[config.mk]
export PLATFORM = sky130hd
export DESIGN_NAME = coalescing_request_ring_queue_core
export DESIGN_NICKNAME = d
export VERILOG_FILES = /design/src/hw/rtl/crq_pkg.sv /design/src/hw/rtl/coalescing_request_ring_queue_core.sv /design/src/hw/rtl/crq_cell.sv /design/src/hw/rtl/crq_tap.sv
export VERILOG_INCLUDE_DIRS = /design/src /design/src/hw/rtl
export SDC_FILE = /design/constraint.sdc
export NUM_CORES = 1
export LEC_CHECK = 0
export BUFFER_PORTS_ARGS = -buffer_cell sky130_fd_sc_hd__clkbuf_2
export CORE_MARGIN = 2
export CORE_UTILIZATION = 40
export CTS_CLUSTER_DIAMETER = 30
export DETAILED_ROUTE_END_ITERATION = 7
export SETUP_SLACK_MARGIN = 0.4
export SYNTH_ARGS = -nofsm -noshare
export SYNTH_HDL_FRONTEND = slang
export SYNTH_SLANG_ARGS = --single-unit
[constraint.sdc]
create_clock -name clk -period 10 [get_ports clk]
set_input_delay 2 -clock clk [delete_from_list [all_inputs] [get_ports clk]]
set_output_delay 2 -clock clk [all_outputs]
set_load 0.005 [all_outputs]
[src/hw/rtl/coalescing_request_ring_queue_core_assert.svh]
// Assertion macros shared by the queue RTL.
`ifndef COALESCING_REQUEST_RING_QUEUE_CORE_ASSERT_SVH
`define COALESCING_REQUEST_RING_QUEUE_CORE_ASSERT_SVH

// Same-cycle implication, checked on every rising edge outside reset.
`define CRQ_ASSERT_IMP(label, ante, cons) \
	label: assert property (@(posedge clk) disable iff (!arst_n) (ante) |-> (cons)) \
		else $error("coalescing queue check failed");

// Next-cycle implication, checked on every rising edge outside reset.
`define CRQ_ASSERT_NEXT(label, ante, cons) \
	label: assert property (@(posedge clk) disable iff (!arst_n) (ante) |=> (cons)) \
		else $error("coalescing queue check failed");

`endif

[src/hw/rtl/crq_pkg.sv]
package crq_pkg;

	localparam int ID_FIELD_W = 8;
	localparam int VOL_W      = 8;
	localparam int STATUS_W   = 3;
	localparam int COUNT_W    = 4;

	localparam logic [VOL_W-1:0] VOL_FULL = 8'd128;

	localparam logic CMD_PUSH = 1'b0;
	localparam logic CMD_POP  = 1'b1;

	localparam logic [STATUS_W-1:0] ST_APPENDED = 3'd0;
	localparam logic [STATUS_W-1:0] ST_MERGED   = 3'd1;
	localparam logic [STATUS_W-1:0] ST_DROPPED  = 3'd2;
	localparam logic [STATUS_W-1:0] ST_POPPED   = 3'd3;
	localparam logic [STATUS_W-1:0] ST_EMPTY    = 3'd4;

	typedef struct packed {
		logic                  cmd;
		logic [ID_FIELD_W-1:0] sound_id;
		logic [VOL_W-1:0]      req_volume;
	} crq_req_t;

	typedef struct packed {
		logic [STATUS_W-1:0]   status;
		logic [ID_FIELD_W-1:0] out_id;
		logic [VOL_W-1:0]      out_volume;
		logic [COUNT_W-1:0]    pending_count;
	} crq_res_t;

	typedef struct packed {
		logic clear;
		logic step;
		logic push;
		logic merge_en;
		logic in_region;
		logic at_head;
		logic at_tail;
	} crq_tap_ctl_t;

endpackage

[src/hw/rtl/coalescing_request_ring_queue_core.sv]
// Channel   Handshake          Payload
// request   start / busy       req: cmd, sound_id, req_volume
// result    done (one cycle)   result: status, out_id, out_volume, pending_count
//
// Every item, push or pop, raises done once the scan state and the commit state after it have passed.
// The entries circulate once around the ring of cells, one cell per cycle,
// past a single compare tap; the commit state then updates the head and tail pointers.
// Reset clears the head and tail pointers, so the queue starts empty.
// Busy stays high until the done cycle, so no new item is accepted while one is in its scan or commit state.
`include "coalescing_request_ring_queue_core_assert.svh"

module coalescing_request_ring_queue_core
	import crq_pkg::*;
#(
	parameter int QUEUE_SLOTS = 16,
	parameter int ID_BITS     = 8
) (
	input  logic     clk,
	input  logic     arst_n,
	input  logic     start,
	output logic     busy,
	input  crq_req_t req,
	output logic     done,
	output crq_res_t result
);

	localparam int IDX_W  = $clog2(QUEUE_SLOTS);
	localparam int CNT_W  = IDX_W + 1;
	localparam int KEEP_W = (ID_BITS < ID_FIELD_W) ? ID_BITS : ID_FIELD_W;
	localparam logic [IDX_W-1:0] LAST_SLOT = IDX_W'(QUEUE_SLOTS - 1);

	localparam logic [1:0] S_IDLE = 2'd0;
	localparam logic [1:0] S_SCAN = 2'd1;
	localparam logic [1:0] S_DONE = 2'd2;

	logic [1:0]       state_q;
	logic [IDX_W-1:0] head_q, tail_q, k_q;
	logic [IDX_W-1:0] head_d, tail_d, head_inc, tail_inc;
	logic [CNT_W-1:0] cnt_d;
	logic             cmd_q, ok_q;
	logic [KEEP_W-1:0] id_q;
	logic [VOL_W-1:0]  vol_q, vol_sat;
	logic             done_q;
	crq_res_t         res_q, res_d;
	logic             accept;

	crq_tap_ctl_t     tap_ctl;
	logic [KEEP_W-1:0] tap_out_id, pop_id;
	logic [VOL_W-1:0]  tap_out_vol, pop_vol;
	logic             matched;

	logic [KEEP_W-1:0] cell_id  [QUEUE_SLOTS];
	logic [VOL_W-1:0]  cell_vol [QUEUE_SLOTS];

	assign busy   = (state_q != S_IDLE);
	assign accept = start && !busy;
	assign vol_sat = (req.req_volume > VOL_FULL) ? VOL_FULL : req.req_volume;

	assign head_inc = (head_q == LAST_SLOT) ? '0 : head_q + 1'b1;
	assign tail_inc = (tail_q == LAST_SLOT) ? '0 : tail_q + 1'b1;

	always_ff @(posedge clk or negedge arst_n) begin
		if (!arst_n) begin
			state_q <= S_IDLE;
			k_q     <= '0;
			head_q  <= '0;
			tail_q  <= '0;
			done_q  <= 1'b0;
		end else begin
			done_q <= (state_q == S_DONE);
			unique case (state_q)
				S_IDLE: begin
					if (accept) begin
						state_q <= S_SCAN;
						k_q     <= '0;
					end
				end
				S_SCAN: begin
					k_q <= (k_q == LAST_SLOT) ? '0 : k_q + 1'b1;
					if (k_q == LAST_SLOT) begin
						state_q <= S_DONE;
					end
				end
				S_DONE: begin
					head_q  <= head_d;
					tail_q  <= tail_d;
					state_q <= S_IDLE;
				end
				default: begin
					state_q <= S_IDLE;
				end
			endcase
		end
	end

	always_ff @(posedge clk) begin
		if (accept) begin
			cmd_q <= req.cmd;
			id_q  <= req.sound_id[KEEP_W-1:0];
			vol_q <= vol_sat;
			ok_q  <= (tail_inc != head_q);
		end
		if (state_q == S_DONE) begin
			res_q <= res_d;
		end
	end

	always_comb begin
		tap_ctl.clear     = accept;
		tap_ctl.step      = (state_q == S_SCAN);
		tap_ctl.push      = (state_q == S_SCAN) && (cmd_q == CMD_PUSH);
		tap_ctl.merge_en  = ok_q;
		tap_ctl.at_head   = (k_q == head_q);
		tap_ctl.at_tail   = (k_q == tail_q);
		tap_ctl.in_region = (head_q <= tail_q) ? ((k_q >= head_q) && (k_q < tail_q))
		                                       : ((k_q >= head_q) || (k_q < tail_q));
	end

	crq_tap #(.ID_W(KEEP_W)) u_tap (
		.clk     (clk),
		.arst_n  (arst_n),
		.ctl     (tap_ctl),
		.req_id  (id_q),
		.req_vol (vol_q),
		.in_id   (cell_id[0]),
		.in_vol  (cell_vol[0]),
		.out_id  (tap_out_id),
		.out_vol (tap_out_vol),
		.matched (matched),
		.pop_id  (pop_id),
		.pop_vol (pop_vol)
	);

	for (genvar i = 0; i < QUEUE_SLOTS; i++) begin : g_cell
		if (i == QUEUE_SLOTS - 1) begin : g_wrap
			crq_cell #(.ID_W(KEEP_W)) u_cell (
				.clk   (clk),
				.shift (tap_ctl.step),
				.d_id  (tap_out_id),
				.d_vol (tap_out_vol),
				.q_id  (cell_id[i]),
				.q_vol (cell_vol[i])
			);
		end else begin : g_link
			crq_cell #(.ID_W(KEEP_W)) u_cell (
				.clk   (clk),
				.shift (tap_ctl.step),
				.d_id  (cell_id[i+1]),
				.d_vol (cell_vol[i+1]),
				.q_id  (cell_id[i]),
				.q_vol (cell_vol[i])
			);
		end
	end

	always_comb begin
		head_d            = head_q;
		tail_d            = tail_q;
		res_d.out_id      = '0;
		res_d.out_volume  = '0;
		if (cmd_q == CMD_PUSH) begin
			if (!ok_q) begin
				res_d.status = ST_DROPPED;
			end else if (matched) begin
				res_d.status = ST_MERGED;
			end else begin
				res_d.status = ST_APPENDED;
				tail_d       = tail_inc;
			end
		end else begin
			if (head_q == tail_q) begin
				res_d.status = ST_EMPTY;
			end else begin
				res_d.status     = ST_POPPED;
				res_d.out_id     = ID_FIELD_W'(pop_id);
				res_d.out_volume = pop_vol;
				head_d           = head_inc;
			end
		end
		cnt_d = (tail_d >= head_d) ? ({1'b0, tail_d} - {1'b0, head_d})
		                           : ({1'b0, tail_d} + CNT_W'(QUEUE_SLOTS) - {1'b0, head_d});
		res_d.pending_count = COUNT_W'(cnt_d);
	end

	assign done   = done_q;
	assign result = res_q;

	`CRQ_ASSERT_IMP(a_done_idle, done_q, state_q == S_IDLE)
	`CRQ_ASSERT_NEXT(a_accept_busy, accept, state_q == S_SCAN)
	`CRQ_ASSERT_NEXT(a_scan_ends, (state_q == S_SCAN) && (k_q == LAST_SLOT), state_q == S_DONE)
	`CRQ_ASSERT_IMP(a_append_nonempty, done_q && (res_q.status == ST_APPENDED), tail_q != head_q)
	`CRQ_ASSERT_IMP(a_status_range, done_q, res_q.status <= ST_EMPTY)

endmodule

[src/hw/rtl/crq_cell.sv]
module crq_cell
	import crq_pkg::*;
#(
	parameter int ID_W = 8
) (
	input  logic             clk,
	input  logic             shift,
	input  logic [ID_W-1:0]  d_id,
	input  logic [VOL_W-1:0] d_vol,
	output logic [ID_W-1:0]  q_id,
	output logic [VOL_W-1:0] q_vol
);

	logic [ID_W-1:0]  id_q;
	logic [VOL_W-1:0] vol_q;

	always_ff @(posedge clk) begin
		if (shift) begin
			id_q  <= d_id;
			vol_q <= d_vol;
		end
	end

	assign q_id  = id_q;
	assign q_vol = vol_q;

endmodule

[src/hw/rtl/crq_tap.sv]
module crq_tap
	import crq_pkg::*;
#(
	parameter int ID_W = 8
) (
	input  logic             clk,
	input  logic             arst_n,
	input  crq_tap_ctl_t     ctl,
	input  logic [ID_W-1:0]  req_id,
	input  logic [VOL_W-1:0] req_vol,
	input  logic [ID_W-1:0]  in_id,
	input  logic [VOL_W-1:0] in_vol,
	output logic [ID_W-1:0]  out_id,
	output logic [VOL_W-1:0] out_vol,
	output logic             matched,
	output logic [ID_W-1:0]  pop_id,
	output logic [VOL_W-1:0] pop_vol
);

	logic             hit;
	logic             matched_q;
	logic [ID_W-1:0]  pop_id_q;
	logic [VOL_W-1:0] pop_vol_q;

	assign hit = ctl.push && ctl.merge_en && ctl.in_region && (in_id == req_id);

	always_comb begin
		out_id  = in_id;
		out_vol = in_vol;
		if (ctl.push && ctl.at_tail) begin
			out_id  = req_id;
			out_vol = req_vol;
		end else if (hit && (req_vol > in_vol)) begin
			out_vol = req_vol;
		end
	end

	always_ff @(posedge clk or negedge arst_n) begin
		if (!arst_n) begin
			matched_q <= 1'b0;
		end else if (ctl.clear) begin
			matched_q <= 1'b0;
		end else if (ctl.step && hit) begin
			matched_q <= 1'b1;
		end
	end

	always_ff @(posedge clk) begin
		if (ctl.step && !ctl.push && ctl.at_head) begin
			pop_id_q  <= in_id;
			pop_vol_q <= in_vol;
		end
	end

	assign matched = matched_q;
	assign pop_id  = pop_id_q;
	assign pop_vol = pop_vol_q;

endmodule

==> results of run 1 <==
[cells by family after synthesis]
family | share of synthesized area (%)
adder cells (fa/ha/maj) | 3.14
AO/OA/AOI/OAI | 2.35
buffers and inverters | 0.926
XOR/XNOR | 1.54
AND/OR/NAND/NOR | 3.91
multiplexers | 1.76
flip-flops | 86.4
[critical path: stages, from the launching register on]
cell and delay [ns]:
dfrtp_1 0.39, nor2_1 0.21, inv_1 0.06, clkbuf_2 0.11
[synthesized netlist by cell type]
master	instances
edfxtp_1	313
ha_1	26
nand2_1	24
inv_1	21
and2_1	17
o21ai_0	17
dfrtp_1	16
mux2_2	16
xnor2_1	16
a21oi_1	13
nor2b_1	11
nand3_1	10
nor2_1	10
clkbuf_1	5
nand2b_1	4
nor3_1	4
xor2_1	4
a21o_1	3
a31oi_1	2
clkinv_1	2
mux2i_1	2
nand4_1	2
a2111oi_2	1
a221o_1	1
a32o_1	1
a41oi_4	1
and3_2	1
and4_2	1
fa_1	1
maj3_2	1
nor3_2	1
o211ai_1	1
o41a_1	1
or3_1	1
[stage by stage]
| step | utilization [%] | std cells |
|---|---|---|
| after floorplan | - | 550 |
| after global placement | 43.3 | 971 |
| after detailed placement | 43.3 | 971 |
| after CTS | 49.6 | 1068 |
| after global routing | 49.6 | 1068 |
| final | 49.6 | 1068 |
[worst paths after layout]
| check | startpoint | endpoint | slack (ns) |
|---|---|---|---|
| max | state_q[0]$_DFFE_PN0P_ | busy | 6.68 |
| min | g_cell[10].g_link.u_cell.q_vol[4]$_DFFE_PP_ | g_cell[9].g_link.u_cell.q_vol[4]$_DFFE_PP_ | 0.40 |
| max reg2reg | tail_q[2]$_DFFE_PN0P_ | result[3]$_DFFE_PP_ | 6.93 |
| min reg2reg | g_cell[10].g_link.u_cell.q_vol[4]$_DFFE_PP_ | g_cell[9].g_link.u_cell.q_vol[4]$_DFFE_PP_ | 0.40 |
| max in group asynchronous | arst_n | head_q[2]$_DFFE_PN0P_ | 8.31 |
| min in group asynchronous | arst_n | state_q[1]$_DFFE_PN0P_ | 1.39 |
[layer usage]
layer	up-vias	wire, µm
met5	-	0
met4	0	488
met3	37	771
met2	113	7710
met1	2457	8240
li1	2313	-
[layout make-up]
type	instances	area, µm²
Clock buffer	56	1320
Clock inverter	41	435
Fill cell	2213	14000
Inverter	23	93.8
Multi-Input combinational cell	193	1450
Sequential cell	329	9800
Tap cell	378	473
Timing Repair Buffer	48	250
[power by group]
group          internal [mW]  leakage, nW  switching, mW
combinational          0.161        0.858          0.320
sequential              2.39         3.36          0.218
clock                   1.12        0.826          0.636
[sequential cells by signal, indices dropped and copies added, names as in the netlist, 2 cells and up]
signal / flops
g_cell.g_wrap.u_cell.q_id: 8
tail_q: 4
g_cell.g_wrap.u_cell.q_vol: 8
vol_q: 8
g_cell.g_link.u_cell.q_vol: 120
u_tap.pop_vol: 8
k_q: 4
result: 23
u_tap.pop_id: 8
g_cell.g_link.u_cell.q_id: 120
state_q: 2
id_q: 8
head_q: 4
==> results_dict.tcl, run 1 <==
set metrics [dict create \
    synthToLayoutAreaGrowth_pct 21.8 \
    timing.clock.skew_ns 0.0173 \
    vias 4920 \
    syn_inst 550 \
    antenna_found_initial 0 \
    setup_viol 0 \
    htreeDepth 2 \
    leakage_nw 5.04 \
    antennaDiodeCount 0 \
    place_congestion 0.795 \
    powerDensity_nw_per_um2 350 \
    yosys_warnings 0 \
    synth-seq-cells 329 \
    grtUsageMet3_pct 3.11 \
    power.total_mw 4.84 \
    whs_ns 0.402 \
    port_buffers 44 \
    wl_mm 17.2 \
    postLayoutCellArea_um2 13800 \
    drv_slew 0 \
    drc 0 \
    ctsResizeCount 0 \
    met1_usage_pct 17.1 \
    layout_commonest_cell "edfxtp_1" \
    grt_pass1_wl_mm 27.2 \
    grt-busiest-layer "met2" \
    setup_tns_ns 0 \
    synthTopCellsByArea "edfxtp_1 (83%), dfrtp_1 (3.5%), ha_1 (2.9%)" \
    preCtsSetupSlack_ns 6.77 \
    rsz0062_at_grt "no" \
    cts_sinks 329 \
    wl_per_cell_um 16.1 \
    arrival_ns 1.32 \
    hold_buffers 0 \
    first_global_vias 5113 \
    mostFrequentLayoutCells "edfxtp_1 (313), clkbuf_16 (52), clkbuf_2 (44), ha_1 (26), nand2_1 (24)" \
    end_kind "output port" \
    ant_nets 0 \
    yosysUniqueCellTypes 34 \
    layout.nets 694 \
    crit_path_start_kind "flip-flop" \
    netlist_area_um2 11300 \
    initial_core_util_pct 40.7 \
    grtUsageTotal_pct 12.0 \
    syn_avg_cell_area_um2 20.6 \
    status "completed" \
    dpl.hpwl_mm 9.98 \
    placementRows 61 \
    period_share_pct 33.2 \
    worstHoldPathCells 0 \
    detail_route.iter0.violations 410 \
    finalWorstSetupSlack_ns 6.68 \
    synth_seq_area_share_pct 86.4 \
    hold_viol_final 0 \
    fmax_ghz 0.301 \
    vias_per_cell 4.61 \
    required_ns 8.00 \
    die_w_um 172 \
    yosysTopAreaCell "edfxtp_1" \
    met2_usage_pct 17.5 \
    core-area_um2 27900 \
    cts_tree "built" \
    hold_class "flip-flop to flip-flop" \
    post_cts.repair.setup_buffers 0 \
    dieArea_um2 29700 \
    numCtsBuffers 52 \
    cts_buffer_depth 3 \
    crit_type "flip-flop to output port" \
    maxSlewHeadroom_pct 27.4 \
    grt_max_degree 96 \
    crit_fanout 3 \
    drive_gt1_share_pct 22.9 \
    yosysTopAreaCellShare_pct 82.8 \
    vdd_drop_max_mv 0.141 \
    cts_root_buf "clkbuf_16" \
    clk_latency_ns 0.54 \
    clkTransAtPathRegs_ns 0.05 \
    placed_area_um2 12100 \
    ioPinCount 45 \
    r2r_cells 11 \
    grt-ovfl-total 0 \
    die_y_um 172 \
    max_cap_viol_count 0 \
    period_needed_ns 3.32 \
    tightest_slew_ns 1.09 \
    dr.pass1.iters 5 \
    syn_nets 597 \
]
No activity file was read; power rests on OpenSTA's default activity.
==> run 2, diff against run 1 <==
--- a/config.mk
+++ b/config.mk
@@ -6,6 +6,7 @@
 export SDC_FILE = /design/constraint.sdc
 export NUM_CORES = 1
 export LEC_CHECK = 0
+export ABC_AREA = 1
 export BUFFER_PORTS_ARGS = -buffer_cell sky130_fd_sc_hd__clkbuf_2
 export CORE_MARGIN = 2
 export CORE_UTILIZATION = 40
==> constraint.sdc (replaced) <==
create_clock -name clk -period 2.8 [get_ports clk]
set_input_delay 0.56 -clock clk [delete_from_list [all_inputs] [get_ports clk]]
set_output_delay 0.56 -clock clk [all_outputs]
set_load 0.005 [all_outputs]
==> run 2 against run 1 <==
Effect of this change: non-clock buffer count up 19; register-to-register slack got worse by 6.5 ns; final cell count is 13% higher; sequential power rose to 3.6 times the previous value; critical path depth rose by 15; clock power grew to 4.2 times the previous value; core utilization up 1.5 points; area after synthesis increased by 1.3%; flip-flop and latch count unchanged; sequential share of layout area is 3.6 points lower; worst setup slack got worse by 6.3 ns; synthesized cell count increased by 18%; critical path type is now flip-flop to flip-flop.
==> results_dict.tcl, run 2 <==
set metrics [dict create \
    antennaDiodeCount 0 \
    synth_top_family_by_area "simple AND/OR/NAND/NOR gates" \
    htreeDepth 2 \
    status "completed" \
    drv_slew 0 \
    drive_gt1_share_pct 23.8 \
    netlist_area_um2 11500 \
    cts_buffer_depth 3 \
    synthTopCellsByCount "edfxtp_1 (313), nand2_1 (80), inv_1 (69)" \
    timing.clock.skew_ns 0.0222 \
    synth.area.mux_share_pct 0.392 \
    synth-xor-area-share_pct 0.838 \
    syn_avg_cell_area_um2 17.7 \
    drc 0 \
    ioPinCount 45 \
    clkTransAtPathRegs_ns 0.05 \
    cts_root_buf "clkbuf_16" \
    tightest_slew_ns 0.667 \
    cts_sinks 329 \
    cts_tree "built" \
    yosys_most_used_dff "edfxtp_1" \
    powerDensity_nw_per_um2 1280 \
    core-area_um2 28500 \
    slowest_stage "dfrtp_1" \
    arrival_ns 2.71 \
    yosys_warnings 0 \
    syn_nets 696 \
    detail_route.iter0.violations 439 \
    period_needed_ns 2.42 \
    maxSlewHeadroom_pct 55.1 \
    postLayoutCellArea_um2 14600 \
    synth_edf_count 313 \
    synth-compound-area-share_pct 2.11 \
    yosysTopAreaCell "edfxtp_1" \
    grt-ovfl-total 0 \
    fmax_ghz 0.414 \
    synthSimpleGateAreaFrac_pct 5.82 \
    crit_type "flip-flop to flip-flop" \
    synthToLayoutAreaGrowth_pct 26.7 \
    first_global_vias 5450 \
    placementRows 62 \
    vdd_drop_max_mv 0.579 \
    wl_per_cell_um 14.7 \
    end_kind "flip-flop" \
    synth_seq_area_share_pct 85.2 \
    max_cap_viol_count 0 \
    vias 5374 \
    synthArstFlopShare_pct 4.86 \
    place_congestion 0.794 \
    synth-seq-cells 329 \
    period_share_pct 86.4 \
    finalWorstSetupSlack_ns 0.382 \
    synthTopCellsByArea "edfxtp_1 (82%), dfrtp_1 (3.5%), ha_1 (2.8%)" \
    grt_max_degree 98 \
    yosysTopAreaCellShare_pct 81.8 \
    numCtsBuffers 60 \
    dr.pass1.iters 4 \
    syn_inst 649 \
    vias_per_cell 4.46 \
    yosysUniqueCellTypes 33 \
    die_y_um 174 \
    synthAdderAreaFrac_pct 3.00 \
    crit_fanout 4 \
    setup_viol 0 \
    preCtsSetupSlack_ns 0.205 \
    layout_commonest_cell "edfxtp_1" \
    dpl.hpwl_mm 10.4 \
    placed_area_um2 12300 \
    ant_nets 0 \
    antenna_found_initial 1 \
    clk_latency_ns 0.55 \
    hold_viol_final 0 \
    dieArea_um2 30100 \
    wl_mm 17.7 \
    layout.nets 820 \
    initial_core_util_pct 40.4 \
    mostFrequentLayoutCells "edfxtp_1 (313), nand2_1 (78), inv_1 (61), clkbuf_16 (61), clkbuf_2 (44)" \
    port_buffers 44 \
    leakage_nw 5.72 \
    grtUsageTotal_pct 12.1 \
    hold_class "input pin to flip-flop" \
    yosysMostFrequentCell "edfxtp_1" \
    grt_pass1_wl_mm 28.7 \
    crit_path_start_kind "flip-flop" \
    setup_tns_ns 0 \
    die_w_um 174 \
    path_cells "inv_2 -> ha_1 -> nand2_1 -> inv_2 -> nand3_2 -> nand2_2 -> inv_2 -> nand2_2 -> xor2_2 -> inv_2 -> ha_4 -> nand2_1 -> nand2_1 -> a31oi_1 -> inv_1 -> or2_1 -> nand3b_1 -> nand2_1" \
    required_ns 3.09 \
    rsz0062_at_grt "yes" \
    slowest_delay_ns 0.37 \
]
-- run 2: cell types whose count changed after synthesis, sizes merged, moves of 12 or more --
cell   delta
inv      +50
nor2     +36
and2     -17
mux2     -12
xnor2    -13
nand2    +58
-- run 2: power breakdown --
group | switching, mW | internal [mW]
Sequential | 0.725 | 8.55
Clock | 2.29 | 5.09
Combinational | 1.37 | 0.584
Total | 4.39 | 14.2
-- run 2: cells by family after synthesis --
| logic type | count (synthesis) |
|---|---|
| flip-flops | 329 |
| AND/OR/NAND/NOR | 157 |
| buffers and inverters | 76 |
| AO/OA/AOI/OAI | 45 |
| adder cells (fa/ha/maj) | 27 |
| XOR/XNOR | 11 |
| multiplexers | 4 |
-- run 2: worst paths after layout --
kind	start	cells after the start	to	slack (ns)
setup reg to reg	tail_q[2]$_DFFE_PN0P_	18	result[3]$_DFFE_PP_	0.38
setup / recovery	tail_q[2]$_DFFE_PN0P_	18	result[3]$_DFFE_PP_	0.38
min in group asynchronous	arst_n	2	head_q[3]$_DFFE_PN0P_	0.52
hold reg to reg	g_cell[11].g_link.u_cell.q_vol[5]$_DFFE_PP_	0	g_cell[10].g_link.u_cell.q_vol[5]$_DFFE_PP_	0.40
max in group asynchronous	arst_n	2	tail_q[0]$_DFFE_PN0P_	1.92
hold / removal	req[16]	1	cmd_q$_DFFE_PP_	0.20
-- run 2: cell type report --
type | count | area (µm²)
Fill cell | 2281 | 13900
Sequential cell | 329 | 9800
Clock buffer | 69 | 1570
Multi-Input combinational cell | 244 | 1470
Clock inverter | 40 | 539
Tap cell | 384 | 480
Timing Repair Buffer | 67 | 433
Inverter | 71 | 270
-- run 2: layer usage --
metal  vias up  GRT usage, %  routed length, µm
met5         -             0                  0
met2       101          17.3               7740
met1      2618          17.7               8710
li1       2613             -                  -
met4         0          4.63                389
met3        42          3.16                814
-- run 2: repair_timing --
item | CTS | global route
buffers inserted | 9 | 1
endpoints found under the hold margin | 16 | 0
resized for setup | 6 | 6
hold buffers | 1 | 0
endpoints found under the setup margin | 1 | 9
pin swaps | 1 | 0
-- run 2: worst max-delay path: cells and delay by family, from the launching register on --
kind / cells / cell delay (ns)
compound gates: 1 / 0.13
simple gates: 9 / 0.72
buf+inv: 5 / 0.29
xor+xnor: 1 / 0.17
fa+ha+maj: 2 / 0.49
flops: 1 / 0.37
-- run 2: through the flow --
stage / utilization (%) / total power [mW] / hold WS [ns] / instances
2_1_floorplan: - / 10.5 / 0.264 / 649
3_3_place_gp: 43.3 / 11.2 / 0.400 / 1084
3_5_place_dp: 43.3 / 11.3 / 0.405 / 1084
4_1_cts: 51.0 / 18.9 / 0.171 / 1203
5_1_grt: 51.1 / 19.6 / 0.183 / 1204
6_report: 51.1 / 18.6 / 0.196 / 1204
==> run 3, diff against run 2 <==
--- a/config.mk
+++ b/config.mk
@@ -10,7 +10,6 @@
 export BUFFER_PORTS_ARGS = -buffer_cell sky130_fd_sc_hd__clkbuf_2
 export CORE_MARGIN = 2
 export CORE_UTILIZATION = 40
-export CTS_CLUSTER_DIAMETER = 30
 export DETAILED_ROUTE_END_ITERATION = 7
 export SETUP_SLACK_MARGIN = 0.4
 export SYNTH_ARGS = -nofsm -noshare
==> constraint.sdc (replaced) <==
create_clock -name clk -period 3.1 [get_ports clk]
set_input_delay 0.62 -clock clk [delete_from_list [all_inputs] [get_ports clk]]
set_output_delay 0.62 -clock clk [all_outputs]
set_load 0.005 [all_outputs]
==> run 3 against run 2 <==
Effect of this change: first-iteration DRC count rose by 14%; maximum frequency fell by 5.9%; die area did not move; largest power group unchanged; largest cell class unchanged; clock-buffer cell count is 23 lower; sequential share of layout area grew 5.3 points.
==> results_dict.tcl, run 3 (same netlist as run 2, synthesis figures left out) <==
set metrics [dict create \
    status "completed" \
    reg2reg_slack_ns 0.53 \
    required_ns 3.35 \
    timing.clock.skew_ns 0.0126 \
    path_buf_inv 4 \
    numCtsBuffers 35 \
    seqPwrFrac_pct 59.8 \
    cts_tree "built" \
    clk_latency_ns 0.50 \
    powerDensity_nw_per_um2 1040 \
    maxSlewHeadroom_pct 58.1 \
    antenna_found_initial 0 \
    arrival_ns 2.82 \
    mostFrequentLayoutCells "edfxtp_1 (313), nand2_1 (78), inv_1 (64), clkbuf_2 (44), nor2_1 (41)" \
    multi_input_area_um2 1450 \
    core-area_um2 28500 \
    path_cells "ha_1 -> nand2_2 -> inv_2 -> nand3_2 -> nand2_2 -> inv_2 -> nand2_1 -> xor2_1 -> inv_1 -> ha_4 -> nand2_1 -> nand2_1 -> a31oi_1 -> inv_1 -> or2_1 -> nand3b_1 -> nand2_1" \
    end_kind "flip-flop" \
    finalWorstSetupSlack_ns 0.530 \
    hold_buffers 0 \
    p_int_mw 10.5 \
    vdd_drop_max_mv 0.526 \
    vias_per_cell 4.55 \
    dpl.hpwl_mm 10.4 \
    place_congestion 0.818 \
    tightest_slew_ns 0.622 \
    drive_gt1_share_pct 18.3 \
    p_clk_share_pct 27.6 \
    vias 5259 \
    share_comb_of_total_power_pct 12.6 \
    ant_nets 0 \
    dieArea_um2 30100 \
    period_share_pct 82.9 \
    cts_sinks 329 \
    sequential_cell_area_um2 9800 \
    clkTransAtPathRegs_ns 0.06 \
    cts_root_buf "clkbuf_16" \
    antennaDiodeCount 0 \
    hold_viol_final 0 \
    setup_viol 0 \
    switchingPower_mw 3.46 \
    placementRows 62 \
    cts_buffer_depth 3 \
    layout_commonest_cell "edfxtp_1" \
    crit_type "flip-flop to flip-flop" \
    die_y_um 174 \
    port_buffers 44 \
    placed_area_um2 12300 \
    synthToLayoutAreaGrowth_pct 17.3 \
    wl_mm 17.2 \
    dr.pass1.iters 4 \
    slowest_stage "dfrtp_2" \
    switching_share_pct 24.8 \
    grt-ovfl-total 0 \
    crit_path_start_kind "flip-flop" \
    htreeDepth 2 \
    max_cap_viol_count 0 \
    postLayoutCellArea_um2 13500 \
    crit_fanout 4 \
    fmax_ghz 0.389 \
    drc 0 \
    crit_family "simple AND/OR/NAND/NOR gates" \
    grt_pass1_wl_mm 27.1 \
    fillers 2410 \
    period_needed_ns 2.57 \
    r2r_cells 17 \
    ioPinCount 45 \
    first_global_vias 5099 \
    preCtsSetupSlack_ns 0.196 \
    detail_route.iter0.violations 499 \
    crit_start "head_q[2]$_DFFE_PN0P_" \
    worstReg2RegStart "head_q[2]$_DFFE_PN0P_" \
    slowest_delay_ns 0.42 \
    layout.nets 793 \
    grt_max_degree 83 \
    die_w_um 174 \
    wl_per_cell_um 14.9 \
    timing.rr.end "result[3]$_DFFE_PP_" \
    initial_core_util_pct 40.4 \
    grtUsageTotal_pct 11.6 \
    leakage_nw 5.21 \
    rsz0062_at_grt "no" \
    hold_class "input pin to asynchronous set/reset pin" \
    crit_path_frequent_cell "nand2_1" \
    drv_slew 0 \
]
run 3: changes by cell type in the layout (fill, tap and decap cells not counted), sizes merged:
cell         change
dlygate4sd3      -1
inv              -8
clkbuf          -23
bufinv          -11
buf              -1
clkinvlp         -4
run 3: worst max path at each step:
stage | to | slack [ns] | cells after the start
2_1_floorplan | k_q[3]$_DFFE_PN0P_ | -1.84 | 6
3_3_place_gp | result[3]$_DFFE_PP_ | 0.34 | 14
3_5_place_dp | result[3]$_DFFE_PP_ | 0.20 | 14
4_1_cts | result[3]$_DFFE_PP_ | 0.41 | 18
5_1_grt | result[3]$_DFFE_PP_ | 0.37 | 18
6_report | result[3]$_DFFE_PP_ | 0.53 | 17
run 3: worst register-to-register path: stages (launching register included):
cell      delay [ns]
dfrtp_2         0.42
ha_1            0.30
nand2_2         0.07
inv_2           0.06
nand3_2         0.09
nand2_2         0.10
inv_2           0.05
nand2_1         0.07
xor2_1          0.18
inv_1           0.10
ha_4            0.23
nand2_1         0.05
nand2_1         0.04
a31oi_1         0.13
inv_1           0.06
or2_1           0.22
nand3b_1        0.09
nand2_1         0.05
run 3: final cells by class:
class | instances | area share [%]
Clock buffer | 46 | 7.19
Clock inverter | 17 | 0.751
Inverter | 71 | 2.00
Multi-Input combinational cell | 244 | 10.7
Sequential cell | 329 | 72.7
Tap cell | 384 | 3.56
Timing Repair Buffer | 65 | 3.11
run 3: through the flow:
step | utilization (%) | TNS, ns | cells | hold WS [ns] | power [mW]
floorplan | - | -440.56 | 649 | 0.324 | 9.58
global placement | 43.2 | 0 | 1083 | 0.400 | 10.1
detailed placement | 43.2 | 0 | 1083 | 0.405 | 10.2
CTS | 47.1 | 0 | 1147 | 0.0558 | 14.2
global route | 47.4 | 0 | 1156 | 0.0809 | 14.8
finish | 47.4 | 0 | 1156 | 0.0597 | 14.0
run 3: repair_timing:
item                                   4_1_cts  5_1_grt
setup endpoints to repair                    1        1
setup buffers                                1        9
gates resized for setup                      6        8
endpoints found under the hold margin        0        0
pin swaps                                    0        5
run 3: per-layer routing:
layer / wire (µm) / track usage, % / vias to the layer above
met3: 787 / 2.94 / 37
li1: - / - / 2538
met1: 8440 / 16.8 / 2602
met2: 7620 / 17.0 / 82
met5: 0 / 0 / -
met4: 390 / 4.03 / 0
run 3: power groups by stage:
stage	Sequential, mW	Clock (mW)	Combinational (mW)
4_1_cts	8.41	3.97	1.78
6_report	8.36	3.86	1.76
3_5_place_dp	8.45	0	1.76
2_1_floorplan	8.35	0	1.23
3_3_place_gp	8.39	0	1.74
5_1_grt	8.59	4.16	2.03
